$ cat src/hpbi_pkg.sv
// Shared types and constants for the half-pel block interpolator.
`default_nettype none

package hpbi_pkg;

	// Block geometry
	localparam int BLK_DIM    = 8;
	localparam int ROW_PIXELS = BLK_DIM + 1;

	// Interpolation mode codes (the unused code behaves as diagonal)
	localparam logic [1:0] MODE_H  = 2'd0;
	localparam logic [1:0] MODE_V  = 2'd1;
	localparam logic [1:0] MODE_HV = 2'd2;

	// Configuration register indexes
	localparam logic REG_INTERP_MODE   = 1'b0;
	localparam logic REG_ROUNDING_MODE = 1'b1;

	typedef logic [7:0] pix_t;
	typedef logic [3:0] row_cnt_t;

	// One source row
	typedef struct packed {
		logic start_of_block;
		pix_t pixel_0;
		pix_t pixel_1;
		pix_t pixel_2;
		pix_t pixel_3;
		pix_t pixel_4;
		pix_t pixel_5;
		pix_t pixel_6;
		pix_t pixel_7;
		pix_t pixel_8;
	} in_word_t;

	// One interpolated row
	typedef struct packed {
		pix_t out_0;
		pix_t out_1;
		pix_t out_2;
		pix_t out_3;
		pix_t out_4;
		pix_t out_5;
		pix_t out_6;
		pix_t out_7;
		logic last_row;
	} out_word_t;

endpackage

`default_nettype wire

$ cat src/hpbi_if.sv
// Valid/ready stream interfaces for source rows and interpolated rows.
`default_nettype none

interface hpbi_in_if import hpbi_pkg::*; ();
	logic     valid;
	logic     ready;
	in_word_t data;

	modport source (output valid, output data, input ready);
	modport sink   (input valid, input data, output ready);
endinterface

interface hpbi_out_if import hpbi_pkg::*; ();
	logic      valid;
	logic      ready;
	out_word_t data;

	modport source (output valid, output data, input ready);
	modport sink   (input valid, input data, output ready);
endinterface

`default_nettype wire

$ cat src/halfpel_block_interpolator_core.sv
// Half-pel 8x8 block interpolator: one source row in, at most one result row out.
//
// Channels: row_in carries one source row of nine pixels and a block-start
// flag per word; row_out carries eight interpolated pixels and a last-row
// flag per word. Both use valid/ready; a word moves when both are high.
// Configuration (interp_mode, rounding_mode) is written through cfg_we,
// cfg_index and cfg_wdata; the user must do so only while the block is idle,
// which the block itself does not enforce. Each row samples it when accepted.
// A result word passes the input stage register, then the result register,
// before it is valid on row_out; a stalled receiver can hold it in between.
// Throughput: one row per cycle while the receiver does not stall; the averaging
// adders between the two registers are the only logic on the data path.
// In vertical and diagonal modes the first row of a block only loads the
// previous-row store and yields no word, so such a block takes nine rows.
// Reset clears both stages, the row count (block start pending), the
// previous-row store and the configuration.
// When the receiver stalls, the result register holds its word, the input
// stage fills behind it, and row_in.ready drops once both are occupied.
`default_nettype none

module halfpel_block_interpolator_core import hpbi_pkg::*; (
	input  wire logic   clk,
	input  wire logic   arst_n,
	input  wire logic   cfg_we,
	input  wire logic   cfg_index,
	input  wire logic [1:0] cfg_wdata,
	hpbi_in_if.sink     row_in,
	hpbi_out_if.source  row_out
);

	// Configuration and block state
	logic [1:0] interp_mode_q;
	logic       rounding_mode_q;
	pix_t       prev_row_q [ROW_PIXELS];
	row_cnt_t   rows_seen_q;

	// Input stage
	logic       valid_s1;
	pix_t       cur_s1  [ROW_PIXELS];
	pix_t       prev_s1 [ROW_PIXELS];
	logic [1:0] mode_s1;
	logic       round_s1;
	logic       last_s1;

	// Result stage
	logic       valid_s2;
	out_word_t  word_s2;

	// Accept-time control
	pix_t       cur_row [ROW_PIXELS];
	logic       in_acc;
	logic       adv_s1;
	logic [1:0] mode_eff;
	row_cnt_t   k_row;
	logic       load_only;
	logic       last_row;

	// Column results
	pix_t       avg [BLK_DIM];

	// Unpack the source row
	assign cur_row[0] = row_in.data.pixel_0;
	assign cur_row[1] = row_in.data.pixel_1;
	assign cur_row[2] = row_in.data.pixel_2;
	assign cur_row[3] = row_in.data.pixel_3;
	assign cur_row[4] = row_in.data.pixel_4;
	assign cur_row[5] = row_in.data.pixel_5;
	assign cur_row[6] = row_in.data.pixel_6;
	assign cur_row[7] = row_in.data.pixel_7;
	assign cur_row[8] = row_in.data.pixel_8;

	// Handshake: stage one advances when the result register is free or draining
	assign adv_s1       = valid_s1 && (!valid_s2 || row_out.ready);
	assign row_in.ready = !valid_s1 || adv_s1;
	assign in_acc       = row_in.valid && row_in.ready;

	// Row position, mode folding and end-of-block decision
	always_comb begin
		mode_eff  = (interp_mode_q == MODE_H) ? MODE_H :
		            (interp_mode_q == MODE_V) ? MODE_V : MODE_HV;
		k_row     = row_in.data.start_of_block ? '0 : rows_seen_q;
		load_only = (mode_eff != MODE_H) && (k_row == '0);
		if (mode_eff == MODE_H) begin
			last_row = (k_row >= row_cnt_t'(BLK_DIM - 1));
		end else begin
			last_row = (k_row >= row_cnt_t'(BLK_DIM));
		end
	end

	// Write configuration registers
	always_ff @(posedge clk or negedge arst_n) begin
		if (!arst_n) begin
			interp_mode_q   <= MODE_H;
			rounding_mode_q <= 1'b0;
		end else if (cfg_we) begin
			case (cfg_index)
				REG_INTERP_MODE:   interp_mode_q   <= cfg_wdata;
				REG_ROUNDING_MODE: rounding_mode_q <= cfg_wdata[0];
				default: ;
			endcase
		end
	end

	// Advance the row count and refresh the previous-row store on every accepted word
	always_ff @(posedge clk or negedge arst_n) begin
		if (!arst_n) begin
			rows_seen_q <= '0;
			for (int i = 0; i < ROW_PIXELS; i++) begin
				prev_row_q[i] <= '0;
			end
		end else if (in_acc) begin
			if (load_only) begin
				rows_seen_q <= row_cnt_t'(1);
			end else if (last_row) begin
				rows_seen_q <= '0;
			end else begin
				rows_seen_q <= k_row + row_cnt_t'(1);
			end
			prev_row_q <= cur_row;
		end
	end

	// Stage one valid: a load-only row leaves the stage empty
	always_ff @(posedge clk or negedge arst_n) begin
		if (!arst_n) begin
			valid_s1 <= 1'b0;
		end else if (in_acc) begin
			valid_s1 <= !load_only;
		end else if (adv_s1) begin
			valid_s1 <= 1'b0;
		end
	end

	// Capture the current and previous rows with the sampled settings
	always_ff @(posedge clk) begin
		if (in_acc) begin
			cur_s1   <= cur_row;
			prev_s1  <= prev_row_q;
			mode_s1  <= mode_eff;
			round_s1 <= rounding_mode_q;
			last_s1  <= last_row;
		end
	end

	// Average each column
	always_comb begin
		logic [8:0] sum2;
		logic [9:0] sum4;
		for (int i = 0; i < BLK_DIM; i++) begin
			sum2 = '0;
			sum4 = '0;
			case (mode_s1)
				MODE_H: begin
					sum2 = 9'(cur_s1[i]) + 9'(cur_s1[i+1]) + 9'(1) - 9'(round_s1);
					avg[i] = sum2[8:1];
				end
				MODE_V: begin
					sum2 = 9'(prev_s1[i]) + 9'(cur_s1[i]) + 9'(1) - 9'(round_s1);
					avg[i] = sum2[8:1];
				end
				default: begin
					sum4 = 10'(prev_s1[i]) + 10'(prev_s1[i+1]) + 10'(cur_s1[i])
					     + 10'(cur_s1[i+1]) + 10'(2) - 10'(round_s1);
					avg[i] = sum4[9:2];
				end
			endcase
		end
	end

	// Result register: load on advance, drop when taken
	always_ff @(posedge clk or negedge arst_n) begin
		if (!arst_n) begin
			valid_s2 <= 1'b0;
		end else if (adv_s1) begin
			valid_s2 <= 1'b1;
		end else if (row_out.ready) begin
			valid_s2 <= 1'b0;
		end
	end

	always_ff @(posedge clk) begin
		if (adv_s1) begin
			word_s2.out_0    <= avg[0];
			word_s2.out_1    <= avg[1];
			word_s2.out_2    <= avg[2];
			word_s2.out_3    <= avg[3];
			word_s2.out_4    <= avg[4];
			word_s2.out_5    <= avg[5];
			word_s2.out_6    <= avg[6];
			word_s2.out_7    <= avg[7];
			word_s2.last_row <= last_s1;
		end
	end

	assign row_out.valid = valid_s2;
	assign row_out.data  = word_s2;

	// The row count never runs past one block
	a_rows_bound: assert property (@(posedge clk) disable iff (!arst_n)
		rows_seen_q <= row_cnt_t'(BLK_DIM))
		else $error("row count beyond block size");

	// A load-only row must not reach the input stage
	a_load_no_result: assert property (@(posedge clk) disable iff (!arst_n)
		(in_acc && load_only) |=> !valid_s1)
		else $error("load-only row produced a result");

	// Both stages full and stalled: no new word may be taken
	a_full_stall: assert property (@(posedge clk) disable iff (!arst_n)
		(valid_s1 && valid_s2 && !row_out.ready) |-> !row_in.ready)
		else $error("row taken while pipeline full");

	// A forced start in vertical or diagonal mode leaves one row counted
	a_forced_start: assert property (@(posedge clk) disable iff (!arst_n)
		(in_acc && row_in.data.start_of_block && (mode_eff != MODE_H))
		|=> (rows_seen_q == row_cnt_t'(1)))
		else $error("forced block start not counted as first row");

endmodule

`default_nettype wire

$ cat src/flat_wrapper.sv
// flat-port wrapper written by rule: the top's interface ports become plain ports
module halfpel_block_interpolator_core_flat import hpbi_pkg::*;
  (clk, arst_n, cfg_we, cfg_index, cfg_wdata, row_in_valid, row_in_data, row_in_ready, row_out_valid, row_out_data, row_out_ready);
  hpbi_in_if row_in_i ();
  hpbi_out_if row_out_i ();
  input  wire logic clk;
  input  wire logic arst_n;
  input  wire logic cfg_we;
  input  wire logic cfg_index;
  input  wire logic [1:0] cfg_wdata;
  input wire logic [$bits(row_in_i.valid)-1:0] row_in_valid;
  input wire logic [$bits(row_in_i.data)-1:0] row_in_data;
  output wire logic [$bits(row_in_i.ready)-1:0] row_in_ready;
  output wire logic [$bits(row_out_i.valid)-1:0] row_out_valid;
  output wire logic [$bits(row_out_i.data)-1:0] row_out_data;
  input wire logic [$bits(row_out_i.ready)-1:0] row_out_ready;
  assign row_in_i.valid = row_in_valid;
  assign row_in_i.data = row_in_data;
  assign row_in_ready = row_in_i.ready;
  assign row_out_valid = row_out_i.valid;
  assign row_out_data = row_out_i.data;
  assign row_out_i.ready = row_out_ready;
  halfpel_block_interpolator_core u_core (.clk(clk), .arst_n(arst_n), .cfg_we(cfg_we), .cfg_index(cfg_index), .cfg_wdata(cfg_wdata), .row_in(row_in_i), .row_out(row_out_i));
endmodule
$ cat config.mk
export PLATFORM = sky130hd
export DESIGN_NAME = halfpel_block_interpolator_core_flat
export DESIGN_NICKNAME = d
export VERILOG_FILES = /design/src/hpbi_pkg.sv /design/src/hpbi_if.sv /design/src/halfpel_block_interpolator_core.sv /design/src/flat_wrapper.sv
export SDC_FILE = /design/constraint.sdc
export NUM_CORES = 1
export LEC_CHECK = 0
export BUFFER_PORTS_ARGS = -buffer_cell sky130_fd_sc_hd__buf_4
export CAP_MARGIN = 20
export CORE_MARGIN = 4
export CORE_UTILIZATION = 55
export DETAILED_ROUTE_END_ITERATION = 12
export GPL_TIMING_DRIVEN = 0
export PLACE_DENSITY = 0.73
export SLEW_MARGIN = 20
export SYNTH_ARGS = -nofsm -noshare
export SYNTH_HDL_FRONTEND = slang
export SYNTH_SLANG_ARGS = --single-unit
$ cat constraint.sdc
create_clock -name clk -period 7.6 [get_ports clk]
set_input_delay 0.38 -clock clk [delete_from_list [all_inputs] [get_ports clk]]
set_output_delay 0.38 -clock clk [all_outputs]
set_load 0.03 [all_outputs]
==> results.md, run 1 <==
* Core area at 0.0442 mm^2
* Initial Utilization at 0.557
* Final core utilization at 0.639
* Sequential cell area at 0.00842 mm^2
* HP Class: in -> reg
* EDFF count, synth at 213
* Final ANT Viol Nets at 0
* Hold Path Depth at 1
* VDD IR max at 0.254 mV
* Drt initial violations at 995
* Register bit count reported by yosys at 294
* Pre-CTS WS at 2.89 ns
* Vias/cell at 5.43
* Ys async rst share at 0.276
* Hold buffer count at cts at 55
* Fin crit share at 0.633
* Most common cell after layout, fill and taps aside: inv_1
* Synth Area per Inst at 9.81 um^2
* DRT Pass-1 Iters at 5
* Slack of the critical path at 2.79 ns
* Grt ovf at 0
* Worst-skew pair later-pin latency at 0.57 ns
* Worst R2R Path Depth at 15
* Design area at 0.0283 mm^2
* Startpoint type of the worst setup path: flip-flop
* Total wire length at 61.7 mm
* I/O pins at 148
* Power Dens Cells at 361 mW/mm^2
* Critical Path Sink Type: flip-flop
* Crit path time final at 4.81 ns
* DRC at 0
* Worst Hold Endpoint: u_core.cur_s1[71]
* Aggregate global-route resource usage at 0.260
* Clk sinks at 294
* Reg-to-reg slack, setup at 2.79 ns
* # nets final at 3333
* Cell area after synthesis at 0.0246 mm^2
* Post-route clock skew at 0.0280 ns
* Routed vias at 18300
* CP Class: reg -> reg
* Hold Slack at 0.0309 ns
* Power Total at 0.0102 W
* Synth warnings at 0
* Unrepaired setup endpoints after global routing: false
* Post-CTS Setup Bufs at 0
* Placed Area at 0.0266 mm^2
* # H-tree levels at 2
* Slew @ Worst Pin at 1.09 ns
* Routability-driven placement congestion ratio at 0.918
* Synth unique cells at 56
* Vias in the first global route at 18800
* CTS buffer count at 34
* Die height at 220 um
* FF-to-FF End: u_core.row_out.data[55]
* Final HPWL DP at 48.9 mm
* Number of antenna violations at the first check in global routing at 3
* Largest net degree at the start of global routing at 82
* Commonest cells after routing, fill and taps aside: 464 x inv_1, 402 x ha_1, 309 x nand2_1
* Status: completed
* Share of layout cells above drive strength 1 at 0.0910
* Layout area overhead at 14.8%
* Reg2reg start: u_core.prev_s1[49]
* Seq/Total Area, Yosys at 0.342
* Hold path start: row_in_data[71]
* First-pass GRT wire length at 97.2 mm
* Dominant synthesized flop cell: edfxtp_1
* Die width at 220 um
* Final Max Slew Viols at 0
* Cells after Synth at 2510
* Critical path fanouts, max at 6
* Placement Rows at 77
* CTS tree: done
* Area of the multi-input gates at 0.0143 mm^2
* Fmax at 208 MHz
* Rel. slew slack at 0.270
* Leak Pwr at 13.8 nW
* Input/output buffers at 147
* Gates resized, CTS repair at 0
* Fillers at 3648
* Syn Nets at 3089
* Root Driver: clkbuf_16
* Die area at 0.0482 mm^2
* Arrival time worst endpoint at 5.07 ns
* Routed length per instance at 18.3 um
* Max-Cap Viols at 0
* Max clock buf depth at 3
* Final hold vios at 0
* Worst path required time at 7.86 ns
* Final setup viols at 0
* Clk slew on worst S/H paths at 0.06 ns
[power breakdown]
part | internal (W) | switching (W)
Combinational | 0.00262 | 0.00359
Sequential | 0.00220 | 0.000173
Clock | 0.000965 | 0.000666
[how the worst max path moves through the flow]
| stage | from | to | slack, ns | cells past startpoint |
|---|---|---|---|---|
| 3_5_place_dp | u_core.prev_s1[48] | u_core.row_out.data[55] | 2.89 | 15 |
| 5_1_grt | u_core.prev_s1[49] | u_core.row_out.data[55] | 2.49 | 15 |
| 4_1_cts | u_core.prev_s1[48] | u_core.row_out.data[55] | 2.81 | 15 |
| 6_report | u_core.prev_s1[49] | u_core.row_out.data[55] | 2.79 | 15 |
| 2_1_floorplan | u_core.row_out.valid | u_core.cur_s1[0] | 1.60 | 4 |
| 3_3_place_gp | row_out_ready | u_core.prev_row_q[27] | -0.34 | 7 |
[cells in the mapped netlist (7+ instances only)]
library cell	number	area share
ha_1	402	0.20
inv_1	464	0.071
a21o_1	51	0.016
buf_2	7	0.0014
a21boi_0	8	0.0024
o22ai_1	8	0.0020
a21bo_2	8	0.0033
edfxtp_1	213	0.26
dfrtp_1	81	0.082
o41ai_1	8	0.0028
nor2_1	106	0.016
nand2b_1	27	0.0069
nand2_1	309	0.047
xnor2_1	89	0.032
a22oi_1	9	0.0027
or3_1	8	0.0020
clkbuf_1	25	0.0038
buf_1	8	0.0012
mux2i_1	24	0.0098
nor3_1	35	0.0071
a211oi_1	49	0.015
o21bai_1	12	0.0037
xor2_1	120	0.043
fa_1	96	0.078
o21a_1	23	0.0070
a31oi_1	20	0.0051
nand3b_1	17	0.0052
a21oi_1	138	0.028
o21ai_0	71	0.014
[sequential cells by signal (all words and copies together), names as in the netlist]
name	cells
u_core.interp_mode_q	2
u_core.prev_s1	72
u_core.row_out.valid	1
u_core.rows_seen_q	4
u_core.valid_s1	1
u_core.round_s1	1
u_core.mode_s1	2
u_core.rounding_mode_q	1
u_core.row_out.data	65
u_core.cur_s1	72
u_core.prev_row_q	72
u_core.last_s1	1
[per-stage QoR]
stage / instances / TNS (ns)
final: 3374 / 0
after global placement: 3249 / -33.34
after CTS: 3372 / 0
after floorplan: 2510 / 0
after detailed placement: 3255 / 0
after global routing: 3373 / 0
[worst max-delay path, stage by stage (launching register included)]
cell and delay (ns):
edfxtp_1 0.55, ha_1 0.36, a21o_1 0.16, a21oi_1 0.25, o21ai_0 0.20, o41ai_1 0.38
xor2_1 0.20, ha_1 0.26, fa_1 0.51, inv_1 0.06, ha_1 0.34, a21oi_1 0.14
o21ai_0 0.09, a31oi_1 0.35, xor2_1 0.13, a222oi_1 0.54
[layer usage]
| metal | up-vias | share of wire | global-route usage |
|---|---|---|---|
| met3 | 132 | 0.060 | 0.0476 |
| met1 | 8780 | 0.42 | 0.332 |
| met2 | 480 | 0.47 | 0.440 |
| met5 | - | 0 | 0 |
| li1 | 8919 | - | - |
| met4 | 0 | 0.048 | 0.105 |
[cell families after synthesis]
kind of cell	count (synthesis)	synth area share
adders and majority gates	498	0.282
AOI/OAI and AO/OA	454	0.123
muxes	27	0.0111
DFF	294	0.342
xor gates and xnor gates	209	0.0744
buffers and inverters	505	0.0774
and+or+nand+nor	523	0.0898
[final cells by class]
type,count,area share
plain buffers,40,0.00585
diodes,2,0.000177
flip-flops and latches,294,0.298
well taps,592,0.0262
clock inverters,15,0.00607
multi-input cells,1711,0.506
inverters,465,0.0618
clock buffers,47,0.0330
repair buffers,208,0.0631
(Power assumes the default switching activity.)
==> run 2, diff against run 1 <==
- ABC_AREA: not set -> 1
- PLACE_DENSITY: 0.73 -> 0.76
- clock period: 7.6 -> 4.1 ns (I/O delays scaled with it)
==> results.md, run 2 <==
* Sequential cell area at 0.00842 mm^2
* Rel. slew slack at 0.409
* Final setup viols at 0
* Vias in the first global route at 22200
* Total wire length at 75.7 mm
* Worst-skew pair later-pin latency at 0.58 ns
* Drt initial violations at 2063
* Critical Path, Cell by Cell: buf_4, ha_1, fa_1, nand3_1, nand3_2, xor2_1, ha_1, fa_1, inv_1, ha_1, a21oi_1, o21ai_1, a21oi_1, nor2_1, o21ai_0
* Syn Nets at 4025
* Aggregate global-route resource usage at 0.290
* Worst path max stage delay at 0.50 ns
* Routed vias at 23200
* Cell family with most CP delay: adder cells
* Final Max Slew Viols at 0
* Die height at 229 um
* Dominant synthesized flop cell: edfxtp_1
* Slowest cell on crit path: fa_1
* Hold Slack at 0.175 ns
* Die area at 0.0525 mm^2
* Hold Path Depth at 5
* Initial Utilization at 0.560
* Pre-CTS WS at -0.0993 ns
* HP Class: in -> reg
* DRC at 0
* Worst Hold Endpoint: u_core.rows_seen_q[3]
* Vias/cell at 5.33
* Sw Ratio at 0.487
* I/O pins at 148
* CTS tree: done
* Hold path start: row_in_valid
* CP Class: reg -> reg
* Final HPWL DP at 57.3 mm
* Main combinational cell family by area after synthesis: adder cells
* Largest net degree at the start of global routing at 83
* Simple-gate share of the synthesized area at 0.218
* Status: completed
* Startpoint type of the worst setup path: flip-flop
* Synth warnings at 0
* Placement Rows at 80
* Fillers at 4157
* Most common cell after layout, fill and taps aside: nand2_1
* Layout area overhead at 15.6%
* Mux contribution to synthesized area at 0.000418
* Arrival time worst endpoint at 4.28 ns
* Sequential Power Share at 0.202
* Synth Area per Inst at 7.81 um^2
* Top cells by count, synth: 916 x nand2_1, 796 x inv_1, 402 x ha_1
* Clk sinks at 294
* Post-route clock skew at 0.0176 ns
* Reg-to-reg slack, setup at 0.18 ns
* Synth Area in XOR/XNOR at 0.0176
* Post-synthesis compound-gate area fraction at 0.0715
* # nets final at 4299
* Worst path required time at 4.45 ns
* Critical Path Sink Type: flip-flop
* EDFF count, synth at 213
* Buf/Inv on CP at 2
* Slew @ Worst Pin at 0.887 ns
* Internal power at 0.0115 W
* Number of antenna violations at the first check in global routing at 1
* Critical path fanouts, max at 5
* Final hold vios at 0
* Synth area leader: edfxtp_1
* VDD IR max at 0.406 mV
* Fmax at 255 MHz
* Synth unique cells at 41
* Die width at 229 um
* Area of the multi-input gates at 0.0154 mm^2
* Power Dens Cells at 720 mW/mm^2
* Cell area after synthesis at 0.0269 mm^2
* # H-tree levels at 2
* Most numerous cell in the Yosys netlist: nand2_1
* Clock power frac at 0.144
* First-pass GRT wire length at 120 mm
* Worst path most repeated cell: ha_1
* Ys async rst share at 0.276
* Post-synth top area share at 0.238
* Core area at 0.0480 mm^2
* Unrepaired setup endpoints after global routing: true
* Final ANT Viol Nets at 0
* CTS buffer count at 35
* Grt ovf at 0
* Largest regs: u_core.cur_s1 (72), u_core.prev_row_q (72), u_core.prev_s1 (72)
* Leak Pwr at 16.6 nW
* Fin crit share at 0.957
* Max-Cap Viols at 0
* Routability-driven placement congestion ratio at 0.952
* Max clock buf depth at 3
* Synth top area cells: edfxtp_1 24%, ha_1 19%, nand2_1 13%, inv_1 11%, dfrtp_1 7.5%
* Slack of the critical path at 0.177 ns
* FF-to-FF End: u_core.row_out.data[52]
* Fraction of power consumed by combinational cells at 0.654
* Worst R2R Path Depth at 15
* Root Driver: clkbuf_16
* Share of layout cells above drive strength 1 at 0.0793
* Post-Synth Adder-Cell Area at 0.258
* DRT Pass-1 Iters at 6
* Crit path time final at 3.92 ns
* Clk slew on worst S/H paths at 0.06 ns
* Register bit count reported by yosys at 294
* Reg2reg start: u_core.prev_s1[56]
* Commonest cells after routing, fill and taps aside: 913 x nand2_1, 796 x inv_1, 394 x ha_1
* Routed length per instance at 17.3 um
* Cells after Synth at 3446
* Seq/Total Area, Yosys at 0.313
* P_sw at 0.0109 W
* Input/output buffers at 147
==> run 2: cells by family after synthesis <==
group / count (synthesis)
DFF: 294
buffers and inverters: 839
and+or+nand+nor: 1415
AOI/OAI and AO/OA: 345
muxes: 1
adders and majority gates: 498
xor gates and xnor gates: 54
==> run 2: worst max path at each step <==
stage / cells after the start / from / slack, ns / endpoint
finish: 15 / u_core.prev_s1[56] / 0.18 / u_core.row_out.data[52]
global route: 20 / u_core.prev_s1[56] / -0.02 / u_core.row_out.data[54]
CTS: 19 / u_core.prev_s1[24] / -0.005 / u_core.row_out.data[30]
detailed placement: 19 / u_core.prev_s1[24] / -0.1 / u_core.row_out.data[30]
global placement: 19 / u_core.prev_s1[24] / -0.09 / u_core.row_out.data[30]
floorplan: 19 / u_core.prev_s1[24] / 0.53 / u_core.row_out.data[32]
==> run 2: timing repair <==
item                       CTS  global route
pin swaps                    0             3
hold buffers                81             0
setup endpoints to repair    1            16
hold endpoints to repair   230             0
buffers inserted             1             2
gates resized for setup      2            37
==> run 2: power groups by stage <==
stage / clock, W / combinational (W) / sequential [W]
floorplan: 0 / 0.00996 / 0.00504
global route: 0.00339 / 0.0167 / 0.00458
CTS: 0.00329 / 0.0141 / 0.00452
detailed placement: 0 / 0.0140 / 0.00457
finish: 0.00322 / 0.0147 / 0.00452
global placement: 0 / 0.0136 / 0.00459
==> run 2: final cells by class <==
class / count / share of cell area
multi-input cells: 2313 / 0.495
flip-flops and latches: 294 / 0.271
clock inverters: 15 / 0.00699
plain buffers: 36 / 0.00816
well taps: 615 / 0.0247
repair buffers: 237 / 0.0674
inverters: 803 / 0.0970
clock buffers: 48 / 0.0303
diodes: 1 / 0.0000804
==> run 2: metal layers <==
metal	GRT usage	up-vias	wire length [um]
met5	0	-	0
met4	0.113	0	3180
met3	0.0416	159	6040
met2	0.465	836	34000
met1	0.399	10700	32400
li1	-	11500	-
==> run 2: metrics by stage <==
stage	total power [W]	instances	setup TNS, ns	instance area (um^2)	util
after global placement	0.0182	4208	-0.0886	28800	0.599
after floorplan	0.0150	3446	0	26900	-
after global routing	0.0247	4362	-0.0451	31100	0.648
after CTS	0.0219	4359	-0.00547	31000	0.644
final	0.0224	4362	0	31100	0.648
after detailed placement	0.0185	4214	-0.0993	29000	0.603
==> run 2: tightest hold or removal path, delay by kind of cell <==
family / cells / cell delay, ns
AOI/OAI and AO/OA: 1 / 0.07
and+or+nand+nor: 2 / 0.14
buffers and inverters: 2 / 0.30
